File: src/rtl/core/tcs_pkg.sv
package tcs_pkg;

  localparam int SCREEN_ROWS = 10;
  localparam int SCREEN_COLS = 10;

  localparam int POS_W  = 4;
  localparam int CHAR_W = 8;

  localparam logic [CHAR_W-1:0] CH_CARET = 8'h5E;
  localparam logic [CHAR_W-1:0] CH_B     = 8'h62;
  localparam logic [CHAR_W-1:0] CH_C     = 8'h63;
  localparam logic [CHAR_W-1:0] CH_D     = 8'h64;
  localparam logic [CHAR_W-1:0] CH_E     = 8'h65;
  localparam logic [CHAR_W-1:0] CH_H     = 8'h68;
  localparam logic [CHAR_W-1:0] CH_I     = 8'h69;
  localparam logic [CHAR_W-1:0] CH_L     = 8'h6C;
  localparam logic [CHAR_W-1:0] CH_O     = 8'h6F;
  localparam logic [CHAR_W-1:0] CH_R     = 8'h72;
  localparam logic [CHAR_W-1:0] CH_U     = 8'h75;
  localparam logic [CHAR_W-1:0] CH_SPACE = 8'h20;
  localparam logic [CHAR_W-1:0] CH_ZERO  = 8'h30;
  localparam logic [CHAR_W-1:0] CH_NINE  = 8'h39;

  typedef enum logic [1:0] {
    PH_TEXT,
    PH_CARET,
    PH_ROW
  } phase_t;

  typedef enum logic [2:0] {
    OP_NONE,
    OP_PUT,
    OP_ERASE,
    OP_CLEAR,
    OP_READ,
    OP_READ_OOR
  } op_kind_t;

  typedef struct packed {
    op_kind_t          kind;
    logic [POS_W-1:0]  row;
    logic [POS_W-1:0]  col;
    logic [CHAR_W-1:0] ch;
    logic              ins;
  } row_op_t;

endpackage

File: src/rtl/core/terminal_control_sequence_screen.sv
// Character-cell text screen fed by a byte stream.
// Input channel (in_valid/in_stall): req_type 0 feeds byte_in to the stream
// parser, req_type 1 reads the cell at read_row/read_col.
// Output channel (out_valid/out_stall): one transfer per input transfer, in
// order, carrying cell_char (0 for feeds), the cursor after the item and the
// insert mode.
// Throughput is one item per cycle while the output is not stalled. The row
// memory read is registered at the input transfer, and the row edit is then
// registered into the output register, which raises out_valid.
// The row memory holds one screen row per entry; a write followed at once by
// a read of the same row is forwarded from a bypass register.
// Reset (rst, synchronous) homes the cursor, selects overwrite mode and
// marks every row blank through per-row valid flags, so no clearing sweep is
// needed; ^c clears all the same flags together.
// When the receiver stalls the output register holds; the edit stage and then
// the input stall in turn, and nothing is lost.
module terminal_control_sequence_screen #(
  parameter int SCREEN_ROWS = tcs_pkg::SCREEN_ROWS,
  parameter int SCREEN_COLS = tcs_pkg::SCREEN_COLS
) (
  input  logic                        clk,
  input  logic                        rst,
  input  logic                        in_valid,
  output logic                        in_stall,
  input  logic                        req_type,
  input  logic [tcs_pkg::CHAR_W-1:0]  byte_in,
  input  logic [tcs_pkg::POS_W-1:0]   read_row,
  input  logic [tcs_pkg::POS_W-1:0]   read_col,
  output logic                        out_valid,
  input  logic                        out_stall,
  output logic [tcs_pkg::CHAR_W-1:0]  cell_char,
  output logic [tcs_pkg::POS_W-1:0]   cur_row,
  output logic [tcs_pkg::POS_W-1:0]   cur_col,
  output logic                        insert_on
);

  localparam int AW    = $clog2(SCREEN_ROWS);
  localparam int ROW_W = SCREEN_COLS * tcs_pkg::CHAR_W;
  localparam logic [tcs_pkg::POS_W-1:0] NUM_ROWS = tcs_pkg::POS_W'(SCREEN_ROWS);
  localparam logic [tcs_pkg::POS_W-1:0] NUM_COLS = tcs_pkg::POS_W'(SCREEN_COLS);

  logic                        in_fire;
  tcs_pkg::row_op_t            op;
  logic [tcs_pkg::POS_W-1:0]   cursor_row_next, cursor_col_next;
  logic                        insert_flag_next;

  logic                        s1_valid;
  tcs_pkg::row_op_t            s1_op;
  logic [tcs_pkg::POS_W-1:0]   s1_row, s1_col;
  logic                        s1_ins;
  logic                        s1_fwd;
  logic                        s1_go;
  logic [AW-1:0]               s1_addr;
  logic                        s1_row_ok;

  logic [SCREEN_ROWS-1:0]      row_valid;
  logic [ROW_W-1:0]            ram_q;
  logic [ROW_W-1:0]            fwd_data;
  logic [SCREEN_COLS-1:0][tcs_pkg::CHAR_W-1:0] old_row, new_row;
  logic                        edit_we;
  logic                        wr_en;
  logic [tcs_pkg::CHAR_W-1:0]  edit_cell;

  assign s1_go    = s1_valid && (!out_valid || !out_stall);
  assign in_stall = s1_valid && !s1_go;
  assign in_fire  = in_valid && !in_stall;
  assign wr_en    = s1_go && edit_we;
  assign s1_addr  = s1_op.row[AW-1:0];
  assign s1_row_ok = s1_op.row < NUM_ROWS;

  tcs_parser #(
    .SCREEN_ROWS(SCREEN_ROWS),
    .SCREEN_COLS(SCREEN_COLS)
  ) u_parser (
    .clk             (clk),
    .rst             (rst),
    .fire            (in_fire),
    .req_type        (req_type),
    .byte_in         (byte_in),
    .read_row        (read_row),
    .read_col        (read_col),
    .op              (op),
    .cursor_row_next (cursor_row_next),
    .cursor_col_next (cursor_col_next),
    .insert_flag_next(insert_flag_next)
  );

  tcs_ram #(
    .WIDTH(ROW_W),
    .DEPTH(SCREEN_ROWS)
  ) u_ram (
    .clk  (clk),
    .we   (wr_en),
    .waddr(s1_addr),
    .wdata(new_row),
    .re   (in_fire),
    .raddr(op.row[AW-1:0]),
    .rdata(ram_q)
  );

  always_comb begin
    old_row = ram_q;
    if (s1_fwd) old_row = fwd_data;
    if (!s1_row_ok || !row_valid[s1_addr]) old_row = {SCREEN_COLS{tcs_pkg::CH_SPACE}};
  end

  tcs_row_edit #(
    .SCREEN_COLS(SCREEN_COLS)
  ) u_edit (
    .op       (s1_op),
    .old_row  (old_row),
    .new_row  (new_row),
    .we       (edit_we),
    .read_char(edit_cell)
  );

  always_ff @(posedge clk) begin
    if (rst) begin
      s1_valid  <= 1'b0;
      out_valid <= 1'b0;
      row_valid <= '0;
    end else begin
      if (in_fire) begin
        s1_valid <= 1'b1;
      end else if (s1_go) begin
        s1_valid <= 1'b0;
      end
      if (s1_go) begin
        out_valid <= 1'b1;
      end else if (!out_stall) begin
        out_valid <= 1'b0;
      end
      if (s1_go) begin
        if (s1_op.kind == tcs_pkg::OP_CLEAR) begin
          row_valid <= '0;
        end else if (edit_we) begin
          row_valid[s1_addr] <= 1'b1;
        end
      end
    end
  end

  always_ff @(posedge clk) begin
    if (in_fire) begin
      s1_op  <= op;
      s1_row <= cursor_row_next;
      s1_col <= cursor_col_next;
      s1_ins <= insert_flag_next;
      s1_fwd <= wr_en && (s1_op.row == op.row);
    end
    if (wr_en) begin
      fwd_data <= new_row;
    end
    if (s1_go) begin
      cell_char <= edit_cell;
      cur_row   <= s1_row;
      cur_col   <= s1_col;
      insert_on <= s1_ins;
    end
  end

  a_cursor_in_range: assert property (@(posedge clk) disable iff (rst)
    out_valid |-> (cur_row < NUM_ROWS) && (cur_col < NUM_COLS))
    else $error("cursor outside screen");

  a_fire_fills_s1: assert property (@(posedge clk) disable iff (rst)
    in_fire |=> s1_valid)
    else $error("accepted transfer lost before edit stage");

  a_clear_rows: assert property (@(posedge clk) disable iff (rst)
    (s1_go && (s1_op.kind == tcs_pkg::OP_CLEAR)) |=> (row_valid == '0))
    else $error("screen clear left a row valid");

  a_write_needs_stage: assert property (@(posedge clk) disable iff (rst)
    wr_en |-> s1_valid && ((s1_op.kind == tcs_pkg::OP_PUT) ||
                           (s1_op.kind == tcs_pkg::OP_ERASE)))
    else $error("row write without put or erase");

endmodule

File: src/rtl/core/tcs_ram.sv
module tcs_ram #(
  parameter int WIDTH = 80,
  parameter int DEPTH = 10
) (
  input  logic                     clk,
  input  logic                     we,
  input  logic [$clog2(DEPTH)-1:0] waddr,
  input  logic [WIDTH-1:0]         wdata,
  input  logic                     re,
  input  logic [$clog2(DEPTH)-1:0] raddr,
  output logic [WIDTH-1:0]         rdata
);

  logic [WIDTH-1:0] mem [DEPTH];

  always_ff @(posedge clk) begin
    if (we) begin
      mem[waddr] <= wdata;
    end
    if (re) begin
      rdata <= mem[raddr];
    end
  end

endmodule

File: src/rtl/core/tcs_parser.sv
module tcs_parser #(
  parameter int SCREEN_ROWS = tcs_pkg::SCREEN_ROWS,
  parameter int SCREEN_COLS = tcs_pkg::SCREEN_COLS
) (
  input  logic                         clk,
  input  logic                         rst,
  input  logic                         fire,
  input  logic                         req_type,
  input  logic [tcs_pkg::CHAR_W-1:0]   byte_in,
  input  logic [tcs_pkg::POS_W-1:0]    read_row,
  input  logic [tcs_pkg::POS_W-1:0]    read_col,
  output tcs_pkg::row_op_t             op,
  output logic [tcs_pkg::POS_W-1:0]    cursor_row_next,
  output logic [tcs_pkg::POS_W-1:0]    cursor_col_next,
  output logic                         insert_flag_next
);

  localparam logic [tcs_pkg::POS_W-1:0] LAST_ROW = tcs_pkg::POS_W'(SCREEN_ROWS - 1);
  localparam logic [tcs_pkg::POS_W-1:0] LAST_COL = tcs_pkg::POS_W'(SCREEN_COLS - 1);
  localparam logic [tcs_pkg::POS_W-1:0] NUM_ROWS = tcs_pkg::POS_W'(SCREEN_ROWS);
  localparam logic [tcs_pkg::POS_W-1:0] NUM_COLS = tcs_pkg::POS_W'(SCREEN_COLS);

  tcs_pkg::phase_t             phase, phase_next;
  logic [tcs_pkg::POS_W-1:0]   pending_row, pending_row_next;
  logic [tcs_pkg::POS_W-1:0]   cursor_row, cursor_col;
  logic                        insert_flag;
  logic [tcs_pkg::CHAR_W-1:0]  digit8;
  logic [tcs_pkg::POS_W-1:0]   digit;
  logic                        is_digit;
  logic                        do_put;

  assign digit8   = byte_in - tcs_pkg::CH_ZERO;
  assign digit    = digit8[tcs_pkg::POS_W-1:0];
  assign is_digit = (byte_in >= tcs_pkg::CH_ZERO) && (byte_in <= tcs_pkg::CH_NINE);

  always_comb begin
    phase_next       = phase;
    pending_row_next = pending_row;
    cursor_row_next  = cursor_row;
    cursor_col_next  = cursor_col;
    insert_flag_next = insert_flag;
    do_put           = 1'b0;
    op.kind          = tcs_pkg::OP_NONE;
    op.row           = cursor_row;
    op.col           = cursor_col;
    op.ch            = byte_in;
    op.ins           = insert_flag;
    if (req_type) begin
      op.row = read_row;
      op.col = read_col;
      if ((read_row < NUM_ROWS) && (read_col < NUM_COLS)) begin
        op.kind = tcs_pkg::OP_READ;
      end else begin
        op.kind = tcs_pkg::OP_READ_OOR;
      end
    end else begin
      case (phase)
        tcs_pkg::PH_CARET: begin
          phase_next = tcs_pkg::PH_TEXT;
          case (byte_in)
            tcs_pkg::CH_B: cursor_col_next = '0;
            tcs_pkg::CH_C: op.kind = tcs_pkg::OP_CLEAR;
            tcs_pkg::CH_D: begin
              if (cursor_row < LAST_ROW) cursor_row_next = cursor_row + 1'b1;
            end
            tcs_pkg::CH_U: begin
              if (cursor_row != '0) cursor_row_next = cursor_row - 1'b1;
            end
            tcs_pkg::CH_L: begin
              if (cursor_col != '0) cursor_col_next = cursor_col - 1'b1;
            end
            tcs_pkg::CH_R: begin
              if (cursor_col < LAST_COL) cursor_col_next = cursor_col + 1'b1;
            end
            tcs_pkg::CH_E: op.kind = tcs_pkg::OP_ERASE;
            tcs_pkg::CH_H: begin
              cursor_row_next = '0;
              cursor_col_next = '0;
            end
            tcs_pkg::CH_I: insert_flag_next = 1'b1;
            tcs_pkg::CH_O: insert_flag_next = 1'b0;
            tcs_pkg::CH_CARET: do_put = 1'b1;
            default: begin
              if (is_digit) begin
                pending_row_next = (digit >= NUM_ROWS) ? LAST_ROW : digit;
                phase_next       = tcs_pkg::PH_ROW;
              end
            end
          endcase
        end
        tcs_pkg::PH_ROW: begin
          phase_next = tcs_pkg::PH_TEXT;
          if (is_digit) begin
            cursor_row_next = pending_row;
            cursor_col_next = (digit >= NUM_COLS) ? LAST_COL : digit;
          end
        end
        default: begin
          phase_next = tcs_pkg::PH_TEXT;
          if (byte_in == tcs_pkg::CH_CARET) begin
            phase_next = tcs_pkg::PH_CARET;
          end else begin
            do_put = 1'b1;
          end
        end
      endcase
      if (do_put) begin
        op.kind = tcs_pkg::OP_PUT;
        if (cursor_col < LAST_COL) cursor_col_next = cursor_col + 1'b1;
      end
    end
  end

  always_ff @(posedge clk) begin
    if (rst) begin
      phase       <= tcs_pkg::PH_TEXT;
      pending_row <= '0;
      cursor_row  <= '0;
      cursor_col  <= '0;
      insert_flag <= 1'b0;
    end else if (fire) begin
      phase       <= phase_next;
      pending_row <= pending_row_next;
      cursor_row  <= cursor_row_next;
      cursor_col  <= cursor_col_next;
      insert_flag <= insert_flag_next;
    end
  end

endmodule

File: src/rtl/core/tcs_row_edit.sv
module tcs_row_edit #(
  parameter int SCREEN_COLS = tcs_pkg::SCREEN_COLS
) (
  input  tcs_pkg::row_op_t                             op,
  input  logic [SCREEN_COLS-1:0][tcs_pkg::CHAR_W-1:0]  old_row,
  output logic [SCREEN_COLS-1:0][tcs_pkg::CHAR_W-1:0]  new_row,
  output logic                                         we,
  output logic [tcs_pkg::CHAR_W-1:0]                   read_char
);

  localparam int CW = $clog2(SCREEN_COLS);

  logic [SCREEN_COLS-1:0][tcs_pkg::CHAR_W-1:0] shifted;

  // shifted[j] = old_row[j-1]
  assign shifted = {old_row[SCREEN_COLS-2:0], tcs_pkg::CH_SPACE};

  always_comb begin
    new_row   = old_row;
    we        = 1'b0;
    read_char = '0;
    unique case (op.kind)
      tcs_pkg::OP_PUT: begin
        we = 1'b1;
        for (int j = 0; j < SCREEN_COLS; j++) begin
          if (op.ins && (tcs_pkg::POS_W'(j) > op.col)) new_row[j] = shifted[j];
          if (tcs_pkg::POS_W'(j) == op.col) new_row[j] = op.ch;
        end
      end
      tcs_pkg::OP_ERASE: begin
        we = 1'b1;
        for (int j = 0; j < SCREEN_COLS; j++) begin
          if (tcs_pkg::POS_W'(j) >= op.col) new_row[j] = tcs_pkg::CH_SPACE;
        end
      end
      tcs_pkg::OP_READ: read_char = old_row[op.col[CW-1:0]];
      default: begin
      end
    endcase
  end

endmodule
File: config.mk
export PLATFORM = sky130hd
export DESIGN_NAME = terminal_control_sequence_screen
export DESIGN_NICKNAME = d
export VERILOG_FILES = /design/src/rtl/core/tcs_pkg.sv /design/src/rtl/core/terminal_control_sequence_screen.sv /design/src/rtl/core/tcs_ram.sv /design/src/rtl/core/tcs_parser.sv /design/src/rtl/core/tcs_row_edit.sv
export SDC_FILE = /design/constraint.sdc
export NUM_CORES = 2
export LEC_CHECK = 0
export BUFFER_PORTS_ARGS = -buffer_cell sky130_fd_sc_hd__buf_2
export CORE_MARGIN = 3
export CORE_UTILIZATION = 45
export CTS_CLUSTER_SIZE = 14
export DETAILED_ROUTE_END_ITERATION = 8
export PLACE_DENSITY = 0.68
export SYNTH_ARGS = -nofsm -noshare
export SYNTH_HDL_FRONTEND = slang
export SYNTH_SLANG_ARGS = --single-unit
File: constraint.sdc
create_clock -name clk -period 11.6 [get_ports clk]
set_input_delay 1.74 -clock clk [delete_from_list [all_inputs] [get_ports clk]]
set_output_delay 1.74 -clock clk [all_outputs]
set_load 0.1 [all_outputs]
=== Word level (Yosys, flattened, before mapping) ===
Memories as Yosys holds them, arrays and structs flattened. A register that Yosys moved wholly into a read port is not among the register bits.
Index checks and enable logic that the tools add are counted.

* Register bits after elaboration: 154
* Memory bits (writable): 800
* Bits of input ports: 21
* Word-level logic and storage cells: 207
* Memories: 1

* Add/subtract/negate cells: 5
* Magnitude comparators: 31
* Equality and inequality tests: 28
* Muxes and demuxes: 80
* Bitwise operators: 3
* Reductions and logical operators: 37

{| class="wikitable"
|+ Memory list
! memory !! words !! width !! rd ports !! clocked after Yosys merged registers in !! write ports !! line !! source
|-
| u_ram.mem || 10 || 80 || 1 || 1 || 1 || tcs_ram.sv:14 || <nowiki>logic [WIDTH-1:0] mem [DEPTH];</nowiki>
|}

{| class="wikitable"
|+ Operators by type and width
! cell !! number
|-
| $mux 8 || 32
|-
| $mux 80 || 2
|-
| $pmux 80 s2 || 1
|-
| $eq 8x7->1 const B || 11
|-
| $mux 4 || 11
|-
| $bmux 8 s4 || 1
|-
| $pmux 4 s3 || 2
|-
| $lt 4x4->1 const B || 5
|-
| $mux 10 || 2
|-
| $logic_and 1x1->1 || 18
|-
| $eq 3x4->1 const A || 4
|-
| $ge 3x4->1 const A || 4
|-
| $gt 3x4->1 const A || 4
|-
| $mux 1 || 16
|-
| $pmux 4 s2 || 2
|-
| $sub 4x1->4 const B || 3
|-
| $reduce_or 11->1 || 1
|-
| $lt 4x5->1 const B || 2
|-
| $or 10x10->10 || 1
|-
| $mux 3 || 3
|-
| $add 4x1->4 const B || 2
|-
| $eq 2x4->1 const A || 2
|-
| $eq 4x4->1 const A || 2
|-
| $ge 1x4->1 const A || 2
|-
| 31 further kinds || 51
|}

=== Longest topological paths before layout ===
* Depth in word-level cells: 8
* Depth in mapped cells: 10

=== Cells and area by module ===
Synthesis repeated with hierarchy kept, for this count alone.

* Cells, all modules: 2846
* Area, all modules: 45021.9 um^2

{| class="wikitable"
|+ Modules (own cells, without submodules)
! module !! times used !! cells each !! area an instance (um^2) !! sequential area each (um^2)
|-
| tcs_ram || 1 || 1717 || 33923.8 || 26425.3
|-
| terminal_control_sequence_screen || 1 || 391 || 6015.8 || 4053.9
|-
| tcs_row_edit || 1 || 453 || 3129.3 || 0.0
|-
| tcs_parser || 1 || 285 || 1953.1 || 300.3
|}

=== Worst setup path before layout ===
OpenSTA, ideal clock, no wires.

* Path type: input -> register
* Start: input out_stall
* End: memory u_ram.mem[8][0] (enable)
* Library setup time: 0.717 ns
* Data arrival time: 11.383 ns
* Data required time: 10.883 ns
* Setup slack: -0.499 ns
* Stages: 3
* Path through: a21boi_0 o21ai_0 nor4_1

* Word-level cells in the longest chain between the ends: 6

{| class="wikitable"
|+ RTL lines
! item !! line !! source
|-
| from (decl) || terminal_control_sequence_screen.sv:30 || <nowiki>input logic out_stall,</nowiki>
|-
| $logic_not 1->1 || n/a ||
|-
| $logic_or 1x1->1 || terminal_control_sequence_screen.sv:64 || <nowiki>assign s1_go = s1_valid && (!out_valid || !out_stall);</nowiki>
|-
| $logic_and 1x1->1 || terminal_control_sequence_screen.sv:64 ||
|-
| $logic_and 1x1->1 || terminal_control_sequence_screen.sv:67 || <nowiki>assign wr_en = s1_go && edit_we;</nowiki>
|-
| $mux 1 || tcs_ram.sv:17 || <nowiki>if (we) begin</nowiki>
|-
| $mux 1 (not written as such) || tcs_ram.sv:18 || <nowiki>mem[waddr] <= wdata;</nowiki>
|-
| to (decl) || tcs_ram.sv:14 ||
|}

No other way between the ends.

=== Final worst setup path ===
* Start: input req_type
* End: register u_ram.rdata[60], read port of u_ram.mem, data pin

* Word-level cells in the longest chain between the ends: 1

{| class="wikitable"
|+ RTL lines
! item !! line !! source
|-
| from (decl) || terminal_control_sequence_screen.sv:25 || <nowiki>input logic req_type,</nowiki>
|-
| $mux 8 || tcs_parser.sv:48 || <nowiki>if (req_type) begin</nowiki>
|-
| to (decl) || tcs_ram.sv:11 || <nowiki>output logic [WIDTH-1:0] rdata</nowiki>
|}

No other way between the ends.
A chain may end at the register's enable or synchronous reset.

==> results.py <==
metrics = {
    "place": {
        "gp_congestion": 0.988,
        "dp_hpwl_mm": 64.3,
        "place_ws_ns": 5.74,
        "io_buffers": 39,
    },
    "final_layout": {
        "fillers": 8099,
        "nets": 3493,
        "final_cell_mix": "1,007 x edfxtp_1, 904 x nand2_1, 191 x nand3_1",
        "area_growth_pct": 10.5,
        "num_antenna_cells": 0,
        "final_common_cell": "edfxtp_1",
        "drive_above_1_share_pct": 8.55,
    },
    "critical_path": {
        "critPathLaunch": "req_type",
        "critPathMaxFanout": 180,
        "crit_path_end_kind": "flip-flop",
        "rrSetupSlack_ns": 7.20,
        "critPathArrivalTime_ns": 5.75,
        "critPathMostFrequentCell": "buf_4",
        "critPathSlowestCell": "buf_4",
        "r2r-start": "s1_op[19]$_SDFFCE_PP1P_",
        "startpoint_type": "input pin",
        "cp_num_buf_inv": 4,
        "cp_top_family": "buffers and inverters",
        "critPathMaxStageDelay_ns": 0.78,
        "path_cells": "buf_2 > mux2i_4 > buf_4 > buf_12 > buf_4 > nand2_1 > and3_1 > a311oi_1 > a31oi_1 > a21oi_1",
        "required_ns": 12.09,
        "rr_endpoint": "u_ram.mem[2][55]$_DFFE_PP_",
        "r2r_cells": 7,
        "crit_type": "input pin to flip-flop",
    },
    "floorplanning": {
        "io_pins": 40,
        "std_cell_rows": 113,
        "start_util_pct": 45.7,
        "core-area_um2": 95900,
        "die_h_um": 318,
        "dieArea_um2": 101000,
        "die_w_um": 318,
    },
    "yosys": {
        "yosysSeqAreaShare_pct": 70.2,
        "synth_ff_type": "edfxtp_1",
        "synthMuxAreaShare_pct": 2.59,
        "syn_avg_cell_area_um2": 12.5,
        "syn_inst": 3498,
        "synth-simple-area-share_pct": 14.8,
        "ys.warnings.count": 0,
        "synth_edf_count": 1007,
        "synth_nets": 3526,
        "synth-compound-area-share_pct": 9.41,
        "synth_top_family_by_area": "simple AND/OR/NAND/NOR gates",
        "synth_fa_ha_area_share_pct": 0.200,
        "synth-seq-cells": 1034,
        "yosysUniqueCellTypes": 87,
        "synth-xor-area-share_pct": 0.140,
        "synthesis.area_um2": 43800,
        "synth-async-reset-ratio_pct": 0,
    },
    "timing": {
        "report.final.slew_viol_count": 0,
        "tns_ns": 0,
        "rsz0062_at_grt": "false",
        "layout_setup_ws_ns": 6.34,
        "min_period_ns": 5.26,
        "fmax_mhz": 190,
        "worst_slew_pin_slew_ns": 1.34,
        "finalHoldViolations": 0,
        "finClkSkew_ns": 0.0203,
        "slew_headroom_pct": 9.49,
        "setup_viol": 0,
        "period_share_pct": 45.3,
    },
    "clock_tree": {
        "holdBufCountCts": 0,
        "cts_buffers": 100,
        "clock_path_buffers": 3,
        "cts_sinks": 1034,
        "clkTransAtPathRegs_ns": 0.06,
        "cts_setup_buffers": 0,
        "clk_latency_ns": 0.66,
        "post_cts_resized": 0,
        "htreeDepth": 3,
        "cts_tree": "done",
        "root_buffer": "clkbuf_16",
    },
    "power_and_ir_drop": {
        "ir_drop_mv": 0.104,
        "power_mw": 7.93,
        "power_density_nw_per_um2": 164,
        "p_leak_nw": 16.6,
    },
    "hold_path": {
        "holdCritPathClass": "flip-flop to flip-flop",
        "hp-start": "s1_row[3]$_DFFE_PP_",
        "holdPathStages": 0,
        "min_to": "cur_row[3]$_DFFE_PP_",
    },
    "route": {
        "first_iter_violations": 3612,
        "drc": 0,
        "wire_per_inst_um": 24.4,
        "route.vias.total": 29400,
        "via_per_inst": 6.12,
        "firstDrtPassIters": 6,
        "finalWirelength_mm": 117,
        "ant_nets": 0,
    },
    "run_status": {
        "status": "completed",
    },
    "global_route": {
        "overflow": 0,
        "grt_pass1_vias": 27900,
        "grt_pass1_wl_mm": 175,
        "antenna_found_initial": 1,
        "grt.total_usage_pct": 22.4,
        "grt_start_max_net_pins": 181,
    },
    "job": {
        "maxCapViolCount": 0,
    },
}
cell type report:
class / instances / area [um2] / area share, %
flip-flops and latches: 1034 / 30800 / 63.5
well taps: 1265 / 1580 / 3.27
repair buffers: 104 / 721 / 1.49
inverters: 37 / 161 / 0.333
clock inverters: 58 / 532 / 1.10
multi-input cells: 2188 / 12000 / 24.8
clock buffers: 124 / 2660 / 5.48
registers in the layout (all words and copies together) (netlist names), 8 cells and up:
register and flops:
s1_op 16, cell_char 8, u_ram.rdata 80, fwd_data 80, row_valid 10, u_ram.mem 800
cells by family after synthesis:
logic type / after synthesis
AO/OA/AOI/OAI: 612
XOR/XNOR: 7
adder cells (fa/ha/maj): 7
buffers and inverters: 276
flip-flops: 1034
multiplexers: 103
AND/OR/NAND/NOR: 1459
synth_stat cells (27+ instances only):
library cell  number  area [um2]
a21oi_1          152         761
a311oi_1          81         709
a31oi_1           95         594
and3_1           163        1020
buf_2             86         430
clkbuf_1         136         510
dfxtp_1           27         541
edfxtp_1        1007       30200
inv_1             35         131
mux2i_1           75         751
nand2_1          904        3390
nand3_1          191         956
nor2_1            81         304
o21ai_0           69         345
o22ai_1           54         338
metal layers:
metal / track usage, % / part of all wire [%]
met4: 7.34 / 2.9
met2: 35.3 / 47
met5: 0 / 0
met1: 31.8 / 41
met3: 3.88 / 8.9
worst reg2reg max path, delay by kind of cell (launching register included):
family	cells	cell delay (ns)
AO/OA/AOI/OAI	1	0.45
flip-flops	1	0.60
buffers and inverters	3	1.91
AND/OR/NAND/NOR	3	1.00
metrics by stage:
stage,cells,cell area [um2],utilization (%),hold WS (ns)
4_1_cts,4810,48500,50.6,0.422
6_report,4810,48500,50.6,0.420
5_1_grt,4810,48500,50.6,0.424
3_3_place_gp,4628,45300,47.2,0.403
3_5_place_dp,4628,45300,47.2,0.406
2_1_floorplan,3498,43900,-,0.400
power breakdown:
part	total (mW)	switching, mW	internal [mW]
Sequential	4.21	0.0377	4.17
Combinational	0.547	0.401	0.147
Clock	3.17	1.35	1.82
worst max-delay path by stage:
stage	slack [ns]	to	cells past startpoint
2_1_floorplan	1.29	u_ram.mem[0][0]$_DFFE_PP_	4
3_3_place_gp	5.88	u_ram.rdata[71]$_DFFE_PP_	11
3_5_place_dp	5.74	u_ram.rdata[53]$_DFFE_PP_	11
4_1_cts	6.44	u_ram.rdata[53]$_DFFE_PP_	11
5_1_grt	6.11	u_ram.rdata[23]$_DFFE_PP_	10
6_report	6.34	u_ram.rdata[60]$_DFFE_PP_	10
No activity file was read; power rests on OpenSTA's default activity.
